`config.mk`:
```
export PLATFORM = sky130hd
export DESIGN_NAME = masked_premultiplied_pixel_blend_top
export DESIGN_NICKNAME = d
export VERILOG_FILES = /design/src/sv/mpb_pkg.sv /design/src/sv/mpb_prep.sv /design/src/sv/mpb_div_cell.sv /design/src/sv/mpb_mix.sv /design/src/sv/masked_premultiplied_pixel_blend_top.sv
export SDC_FILE = /design/constraint.sdc
export NUM_CORES = 2
export LEC_CHECK = 0
export ABC_AREA = 1
export ABC_CLOCK_PERIOD_IN_PS = 145000
export BUFFER_PORTS_ARGS = -buffer_cell sky130_fd_sc_hd__buf_4
export CELL_PAD_IN_SITES_DETAIL_PLACEMENT = 1
export CELL_PAD_IN_SITES_GLOBAL_PLACEMENT = 1
export CORE_ASPECT_RATIO = 1.1
export CORE_MARGIN = 2
export CORE_UTILIZATION = 30
export CTS_BUF_LIST = sky130_fd_sc_hd__clkbuf_4 sky130_fd_sc_hd__clkbuf_8 sky130_fd_sc_hd__clkbuf_16
export DETAILED_ROUTE_END_ITERATION = 8
export PLACE_DENSITY_LB_ADDON = 0.1
export SYNTH_ARGS = -nofsm -noshare
export SYNTH_HDL_FRONTEND = slang
export SYNTH_SLANG_ARGS = --single-unit
```
`constraint.sdc`:
```
create_clock -name clk -period 145 [get_ports clk]
set_clock_uncertainty 0.1 [all_clocks]
set_input_delay 7.25 -clock clk [delete_from_list [all_inputs] [get_ports clk]]
set_output_delay 7.25 -clock clk [all_outputs]
set_load 0.03 [all_outputs]
```
`src/sv/mpb_pkg.sv`:
```
// ---------------------------------------------------------------------------
// mpb_pkg
// types, constants and helpers shared by the masked pixel blend modules
// ---------------------------------------------------------------------------
package mpb_pkg;

    localparam int LANES = 6;   // three filtered colours, three original colours
    localparam int CHANS = 3;

    typedef struct packed {
        logic [7:0] filt_blue;
        logic [7:0] filt_green;
        logic [7:0] filt_red;
        logic [7:0] filt_alpha;
        logic [7:0] orig_blue;
        logic [7:0] orig_green;
        logic [7:0] orig_red;
        logic [7:0] orig_alpha;
        logic [7:0] mask_value;
        logic       in_mask_region;
    } pix_in_t;

    typedef struct packed {
        logic [7:0] out_blue;
        logic [7:0] out_green;
        logic [7:0] out_red;
        logic [7:0] out_alpha;
    } pix_out_t;

    typedef enum logic [1:0] {
        MODE_FILT,
        MODE_ORIG,
        MODE_BLEND
    } mode_t;

    // per-pixel context carried alongside the divider lanes
    typedef struct packed {
        mode_t                 mode;
        logic [7:0]            m;
        logic [7:0]            fa;
        logic [7:0]            oa;
        logic [CHANS-1:0][7:0] fc;
        logic [CHANS-1:0][7:0] oc;
    } ctx_t;

    // one restoring-division lane
    typedef struct packed {
        logic [7:0] num;
        logic [7:0] rem;
        logic [7:0] den;
        logic [7:0] quo;
        logic       sat;
        logic       zero;
    } lane_t;

    typedef struct packed {
        ctx_t                  ctx;
        lane_t [LANES-1:0]     lane;
    } div_stage_t;

    // floor(x / 255), exact for x below 65280
    function automatic logic [7:0] div255(input logic [16:0] x);
        logic [16:0] t;
        begin
            t = x + 17'd1 + {8'd0, x[16:8]};
            return t[15:8];
        end
    endfunction

endpackage

```
`src/sv/mpb_prep.sv`:
```
// ---------------------------------------------------------------------------
// mpb_prep
// mode decode and dividend set-up for the un-premultiply divider chain
// ---------------------------------------------------------------------------
module mpb_prep (
    input  logic                clk,
    input  logic                en,
    input  logic                sel,
    input  mpb_pkg::pix_in_t    pix,
    output mpb_pkg::div_stage_t q
);

    mpb_pkg::div_stage_t stage_reg;
    mpb_pkg::div_stage_t stage_next;

    logic [mpb_pkg::LANES-1:0][7:0] cval;
    logic [mpb_pkg::LANES-1:0][7:0] aval;

    always_comb
    begin
        cval[0] = pix.filt_blue;
        cval[1] = pix.filt_green;
        cval[2] = pix.filt_red;
        cval[3] = pix.orig_blue;
        cval[4] = pix.orig_green;
        cval[5] = pix.orig_red;
        for (int i = 0; i < mpb_pkg::LANES; i++)
        begin
            aval[i] = (i < mpb_pkg::CHANS) ? pix.filt_alpha : pix.orig_alpha;
        end
    end

    always_comb
    begin
        logic [15:0] n;
        stage_next = '0;
        if (!sel || !pix.in_mask_region || pix.mask_value == 8'hff)
            stage_next.ctx.mode = mpb_pkg::MODE_FILT;
        else if (pix.mask_value == 8'h00)
            stage_next.ctx.mode = mpb_pkg::MODE_ORIG;
        else
            stage_next.ctx.mode = mpb_pkg::MODE_BLEND;
        stage_next.ctx.m     = pix.mask_value;
        stage_next.ctx.fa    = pix.filt_alpha;
        stage_next.ctx.oa    = pix.orig_alpha;
        stage_next.ctx.fc[0] = pix.filt_blue;
        stage_next.ctx.fc[1] = pix.filt_green;
        stage_next.ctx.fc[2] = pix.filt_red;
        stage_next.ctx.oc[0] = pix.orig_blue;
        stage_next.ctx.oc[1] = pix.orig_green;
        stage_next.ctx.oc[2] = pix.orig_red;
        for (int i = 0; i < mpb_pkg::LANES; i++)
        begin
            // c*255 + a/2, at most 65152
            n = ({cval[i], 8'd0} - {8'd0, cval[i]}) + {9'd0, aval[i][7:1]};
            stage_next.lane[i].num  = n[7:0];
            stage_next.lane[i].rem  = n[15:8];
            stage_next.lane[i].den  = aval[i];
            stage_next.lane[i].quo  = 8'd0;
            stage_next.lane[i].sat  = (n >= {aval[i], 8'd0});
            stage_next.lane[i].zero = (aval[i] == 8'd0);
        end
    end

    always_ff @(posedge clk)
    begin
        if (en)
            stage_reg <= stage_next;
    end

    assign q = stage_reg;

endmodule

```
`src/sv/mpb_div_cell.sv`:
```
// ---------------------------------------------------------------------------
// mpb_div_cell
// one quotient bit of the restoring divider, all lanes side by side
// ---------------------------------------------------------------------------
module mpb_div_cell (
    input  logic                clk,
    input  logic                en,
    input  mpb_pkg::div_stage_t d,
    output mpb_pkg::div_stage_t q
);

    mpb_pkg::div_stage_t stage_reg;
    mpb_pkg::div_stage_t stage_next;

    always_comb
    begin
        logic [8:0] t;
        logic       ge;
        stage_next     = d;
        for (int i = 0; i < mpb_pkg::LANES; i++)
        begin
            t  = {d.lane[i].rem, d.lane[i].num[7]};
            ge = (t >= {1'b0, d.lane[i].den});
            stage_next.lane[i].rem = ge ? 8'(t - {1'b0, d.lane[i].den}) : t[7:0];
            stage_next.lane[i].quo = {d.lane[i].quo[6:0], ge};
            stage_next.lane[i].num = {d.lane[i].num[6:0], 1'b0};
        end
    end

    always_ff @(posedge clk)
    begin
        if (en)
            stage_reg <= stage_next;
    end

    assign q = stage_reg;

endmodule

```
`src/sv/mpb_mix.sv`:
```
// ---------------------------------------------------------------------------
// mpb_mix
// straight-space blend, re-premultiply and final pass/blend selection
// ---------------------------------------------------------------------------
module mpb_mix (
    input  logic                clk,
    input  logic                en,
    input  mpb_pkg::div_stage_t d,
    output mpb_pkg::pix_out_t   q
);

    logic [mpb_pkg::CHANS-1:0][7:0] s_reg, s_next;
    logic [7:0]                     a_reg, a_next;
    mpb_pkg::ctx_t                  ctx_reg;
    mpb_pkg::pix_out_t              out_reg, out_next;

    logic [mpb_pkg::LANES-1:0][7:0] u;

    // saturated / zero-alpha fix-up of the quotients
    always_comb
    begin
        for (int i = 0; i < mpb_pkg::LANES; i++)
        begin
            if (d.lane[i].zero)
                u[i] = 8'd0;
            else if (d.lane[i].sat)
                u[i] = 8'hff;
            else
                u[i] = d.lane[i].quo;
        end
    end

    always_comb
    begin
        logic [7:0] mi;
        mi = 8'hff - d.ctx.m;
        for (int i = 0; i < mpb_pkg::CHANS; i++)
        begin
            s_next[i] = mpb_pkg::div255(({9'd0, u[i]} * {9'd0, d.ctx.m})
                                        + ({9'd0, u[i + mpb_pkg::CHANS]} * {9'd0, mi}));
        end
        a_next = mpb_pkg::div255(({9'd0, d.ctx.fa} * {9'd0, d.ctx.m})
                                 + ({9'd0, d.ctx.oa} * {9'd0, mi}));
    end

    always_comb
    begin
        logic [7:0] c [mpb_pkg::CHANS];
        for (int i = 0; i < mpb_pkg::CHANS; i++)
        begin
            c[i] = mpb_pkg::div255(({9'd0, s_reg[i]} * {9'd0, a_reg}) + 17'd127);
        end
        case (ctx_reg.mode)
            mpb_pkg::MODE_FILT:
            begin
                out_next = {ctx_reg.fc[0], ctx_reg.fc[1], ctx_reg.fc[2], ctx_reg.fa};
            end
            mpb_pkg::MODE_ORIG:
            begin
                out_next = {ctx_reg.oc[0], ctx_reg.oc[1], ctx_reg.oc[2], ctx_reg.oa};
            end
            mpb_pkg::MODE_BLEND:
            begin
                if (a_reg == 8'd0)
                    out_next = '0;
                else
                    out_next = {c[0], c[1], c[2], a_reg};
            end
            default:
            begin
                out_next = '0;
            end
        endcase
    end

    always_ff @(posedge clk)
    begin
        if (en)
        begin
            s_reg   <= s_next;
            a_reg   <= a_next;
            ctx_reg <= d.ctx;
            out_reg <= out_next;
        end
    end

    assign q = out_reg;

endmodule

```
`src/sv/masked_premultiplied_pixel_blend_top.sv`:
```
// ---------------------------------------------------------------------------
// masked_premultiplied_pixel_blend_top
// per-pixel blend of a filtered and an original premultiplied bgra pixel
// ---------------------------------------------------------------------------
// Takes one pixel request per cycle while no result is held and returns one
// result per request, in order, through eleven register stages. The pipe is
// built around the un-premultiply divider: a chain of eight identical cells,
// one quotient bit each, with a set-up stage before it and two blend stages
// after it. Sustained rate is one pixel per clock while no result is held. A
// stall on a valid output freezes the whole pipe, and the input stall follows
// it at once.
// selection_active is written through the cfg channel, which is always ready;
// write it only while no request is in flight.
module masked_premultiplied_pixel_blend_top (
    input  logic               clk,
    input  logic               rst_n,
    input  logic               src_valid,
    output logic               src_stall,
    input  mpb_pkg::pix_in_t   src_data,
    output logic               dst_valid,
    input  logic               dst_stall,
    output mpb_pkg::pix_out_t  dst_data,
    input  logic               cfg_valid,
    output logic               cfg_ready,
    input  logic               cfg_data
);

    localparam int CELLS  = 8;           // one per quotient bit
    localparam int STAGES = CELLS + 3;   // set-up, cells, two blend stages

    logic                sel_reg;
    logic [STAGES-1:0]   vld_reg;
    logic                adv;

    // chain links: link[0] from set-up, link[k+1] from cell k
    mpb_pkg::div_stage_t link [CELLS+1];

    // whole pipe moves unless a finished result is being held
    assign adv       = !(dst_valid && dst_stall);
    assign src_stall = !adv;
    assign cfg_ready = 1'b1;
    assign dst_valid = vld_reg[STAGES-1];

    always_ff @(posedge clk or negedge rst_n)
    begin
        if (!rst_n)
        begin
            sel_reg <= 1'b0;
            vld_reg <= '0;
        end
        else
        begin
            if (cfg_valid && cfg_ready)
                sel_reg <= cfg_data;
            if (adv)
                vld_reg <= {vld_reg[STAGES-2:0], src_valid};
        end
    end

    // dividend set-up and mode decode
    mpb_prep u_prep (
        .clk (clk),
        .en  (adv),
        .sel (sel_reg),
        .pix (src_data),
        .q   (link[0])
    );

    // divider chain
    for (genvar k = 0; k < CELLS; k++)
    begin : g_cell
        mpb_div_cell u_cell (
            .clk (clk),
            .en  (adv),
            .d   (link[k]),
            .q   (link[k+1])
        );
    end

    // blend, re-premultiply and output register
    mpb_mix u_mix (
        .clk (clk),
        .en  (adv),
        .d   (link[CELLS]),
        .q   (dst_data)
    );

endmodule

```
==> results.md <==
- The flow ran to the end, and the final reports show no timing, DRC or antenna violations.
- Synthesis produced a netlist whose cell count is approximately 9,500.
- The synthesized area per cell is about 11 µm².
- The maximum number of pins on one net before global-route repair is 200.
- Summed over its instances, the top area cell type makes up 49.53% of the synthesized netlist area.
- The largest total area in the synthesized netlist belongs to edfxtp_1.
- The shortest clock period the worst path allows after layout is approximately 16 ns.
- The via count of the first global-routing pass is just over 70,000.
- Headroom to the max-slew limit came out at about 22%.
- The predominant post-synthesis flop cell is edfxtp_1.
- Once detailed placement completed, the half-perimeter wirelength came to roughly 220,000 µm.
- In the global route stage, overall resource usage came out at between 15 and 20%.
- Counting cells, the worst reg-to-reg path comes to 31.
- The accumulated negative setup slack is 0 ns.
- Yosys mapped a number of flops with a built-in enable equal to 1,684.
- The CTS buffer count is a little under 200.
- The number of register bits inferred by synthesis is approximately 1,700.
- Setup repair after global routing left no endpoint under its margin.
- The post-CTS setup buffer count is 0.
- For this run, the number of Yosys warnings is 0.
- The library cells used most frequently in the layout, excluding fill and tap cells, are inv_1 (1,815), nand2_1 (1,800), edfxtp_1 (1,684).
- The first global-routing pass estimated approximately 430,000 µm of wire.
- The critical path data arrival time is roughly 8.7 ns.
- The floorplan step defined a die boundary enclosing ~0.34 mm².
- OpenSTA, run right after detailed placement, puts the worst setup slack at around 130 ns.
- The final max-slew violation count is 0.
- In the routed design, unresolved DRC markers number 0.
- The detailed-router iteration count before antenna repair is 7.
- The clock latency on the worst-skew pair is around 0.86 ns.
- The post-detailed-route via-to-cell ratio is between 4 and 5.
- The CTS tree is yes.
- The final number of hold-violating endpoints is 0.
- The post-route worst hold slack is 0.2931 ns.
- Based on the critical path, the design can be clocked at up to 62.50 MHz.
- The cell sitting at the root of the clock tree is a clkbuf_16.
- The final number of setup-violating endpoints is 0.
- The initial antenna violation count is 14.
- The post-layout net count is 11,320.
- The area of the mapped netlist is between 0.1 and 0.15 mm².
- The worst setup path is captured at an output pin.
- The fraction of final layout cells with drive strength greater than 1 is 6.591%.
- The library cell used most frequently in the layout, excluding fill and tap cells, is inv_1.
- The launching point of the worst reg2reg path is g_cell[7].u_cell.q[275]$_DFFE_PN_.
- The worst hold path begins at g_cell[2].u_cell.q[99]$_DFFE_PN_.
- The capturing point of the worst reg2reg path is u_mix.s_reg[6]$_DFFE_PN_.
- The post-route worst setup slack is about 130 ns.
- The global placement routability congestion is between 0.8 and 0.9.
- The number of buffer cells added on primary ports is between 100 and 150.
- The async set or reset register ratio after synthesis is less than 1%.
- The area growth from synthesis to layout is 12.85%.
- The number of hold buffers added after CTS is 0.
- Of all nets on the critical path, the largest fanout is 53.
- The overall die width is around 560 µm.
- Summed over all layers, the routed wires come to about 280,000 µm.
- The required time of the worst setup path is ~140 ns.
- For this run, the register share of the synthesized area comes to about 50%.
- In the final routed layout, each cell accounts on average for roughly 19 µm.
- CTS built an H-tree with a depth of 4.
- Across the run, the number of max-cap violations was 0.
- Along the worst hold path, the cell count comes to 0.
- The quantity of gates resized following cts is 0.
- The path class of the tightest hold or removal check is flip-flop to flip-flop.
- The filler cells instantiated in the layout total 37,740.
- The flip-flop count of the largest register, all copies and words added is about 1,400.
- After global routing the overflow that remains totals 0.
- Counting every sink on the clock net gives between 1,500 and 2,000.
- In the post-synthesis netlist, the biggest area contributors are edfxtp_1 (50%), fa_1 (11%), ha_1 (11%).
- The startpoint type of the worst setup path is an input pin.
- The category of the most critical setup path is input pin to output pin.
- No sink is reached through more buffers than the 4 on the longest clock path.
- The detailed router finished its first iteration with 2,860 violations.
- Once the floorplan was initialized, standard cells occupied a little under a third of the core.
- For the pin with the worst max-slew slack, the measured transition is 1.158 ns.
- The region available for standard cell placement spans roughly 0.34 mm².
- The vertical die dimension is 615.8 µm.
- The part of the cycle the worst path needs is about 11%.
- The post-detailed-route count of antenna-violating nets is 0.
- The path with the worst hold slack has its endpoint at g_cell[3].u_cell.q[100]$_DFFE_PN_.
- The distinct cell type count of the synthesized netlist is 63.
- The top-level port count is 114.
- The setup slack on the worst flop-to-flop path is between 100 and 150 ns.
- Summing all multi-input logic gate instances after layout gives roughly 0.044 mm².
- The clock-pin slew reported for the worst setup and hold paths after clock tree synthesis is about 0.06 ns.
- The sequential cells in the finished layout cover a total of roughly 0.05 mm².
- After floorplanning, the core was divided into between 200 and 250 placement rows.
- The via count is approximately 65,000.
## cell families after synthesis
kind of cell    after synthesis  share of synthesized area [%]
compound gates              832                          4.547
xor+xnor                    329                          2.911
fa+ha+maj                  1459                          22.01
buf+inv                    1955                          7.239
flops                      1696                          49.83
mux                           1                        0.01103
other cells                   2                       0.007356
simple gates               3264                          13.45
## cell type report
cell class | instances | share of cell area (%)
Inverter | 1821 | 5.933
Multi-Input combinational cell | 5890 | 38.07
Antenna cell | 5 | 0.01086
Tap cell | 4520 | 4.909
Clock buffer | 225 | 4.400
Clock inverter | 126 | 1.306
Timing Repair Buffer | 180 | 1.216
Sequential cell | 1696 | 44.15
## synth_stat cells, types with 15 or more instances
cell / number
o21ai_1: 44
xor2_1: 233
nor2_1: 635
clkbuf_1: 96
nand2_2: 53
nand3_1: 475
inv_1: 1815
xnor2_1: 87
or2_2: 67
nor4_1: 17
o21bai_1: 16
nand2_1: 1801
edfxtp_1: 1684
buf_1: 15
nand4_1: 116
nor3_1: 54
a211oi_1: 41
a21o_1: 45
a21oi_1: 309
fa_1: 562
ha_1: 897
o21ai_0: 310
## metrics by stage
step                utilization (%)  instances  area, µm²
detailed placement            32.08      14110     108600
global route                  34.03      14460     115200
global placement              32.08      14110     108600
CTS                           34.03      14460     115200
floorplan                         -       9541     102100
finish                        34.03      14460     115200
## worst max-delay path by stage
stage / from / endpoint / slack, ns / cells after the start
2_1_floorplan: dst_stall / vld_reg[1]$_DFFE_PN0N_ / 88.96 / 3
3_3_place_gp: dst_stall / src_stall / 128.96 / 4
3_5_place_dp: dst_stall / src_stall / 128.94 / 4
4_1_cts: dst_stall / src_stall / 128.94 / 4
5_1_grt: dst_stall / src_stall / 128.85 / 4
6_report: dst_stall / src_stall / 129.00 / 4
## metal layers
metal  routed length (µm)  part of all wire (%)  GRT usage, %  up-vias
met3                 5695                   2.1         1.467      308
met5                    0                     0             0        -
met4                 6545                   2.4         3.839        0
li1                     -                     -             -    31880
met1               122700                    44         19.98    32140
met2               141300                    51         29.36      561
## critical path, cell delays in order
cell and delay (ns):
buf_4 0.12, nand2_4 0.53, clkinv_1 0.46, buf_4 0.29
Power is not shown: default switching activity piles up to over one toggle a cycle in this logic, so the estimate is an artifact.
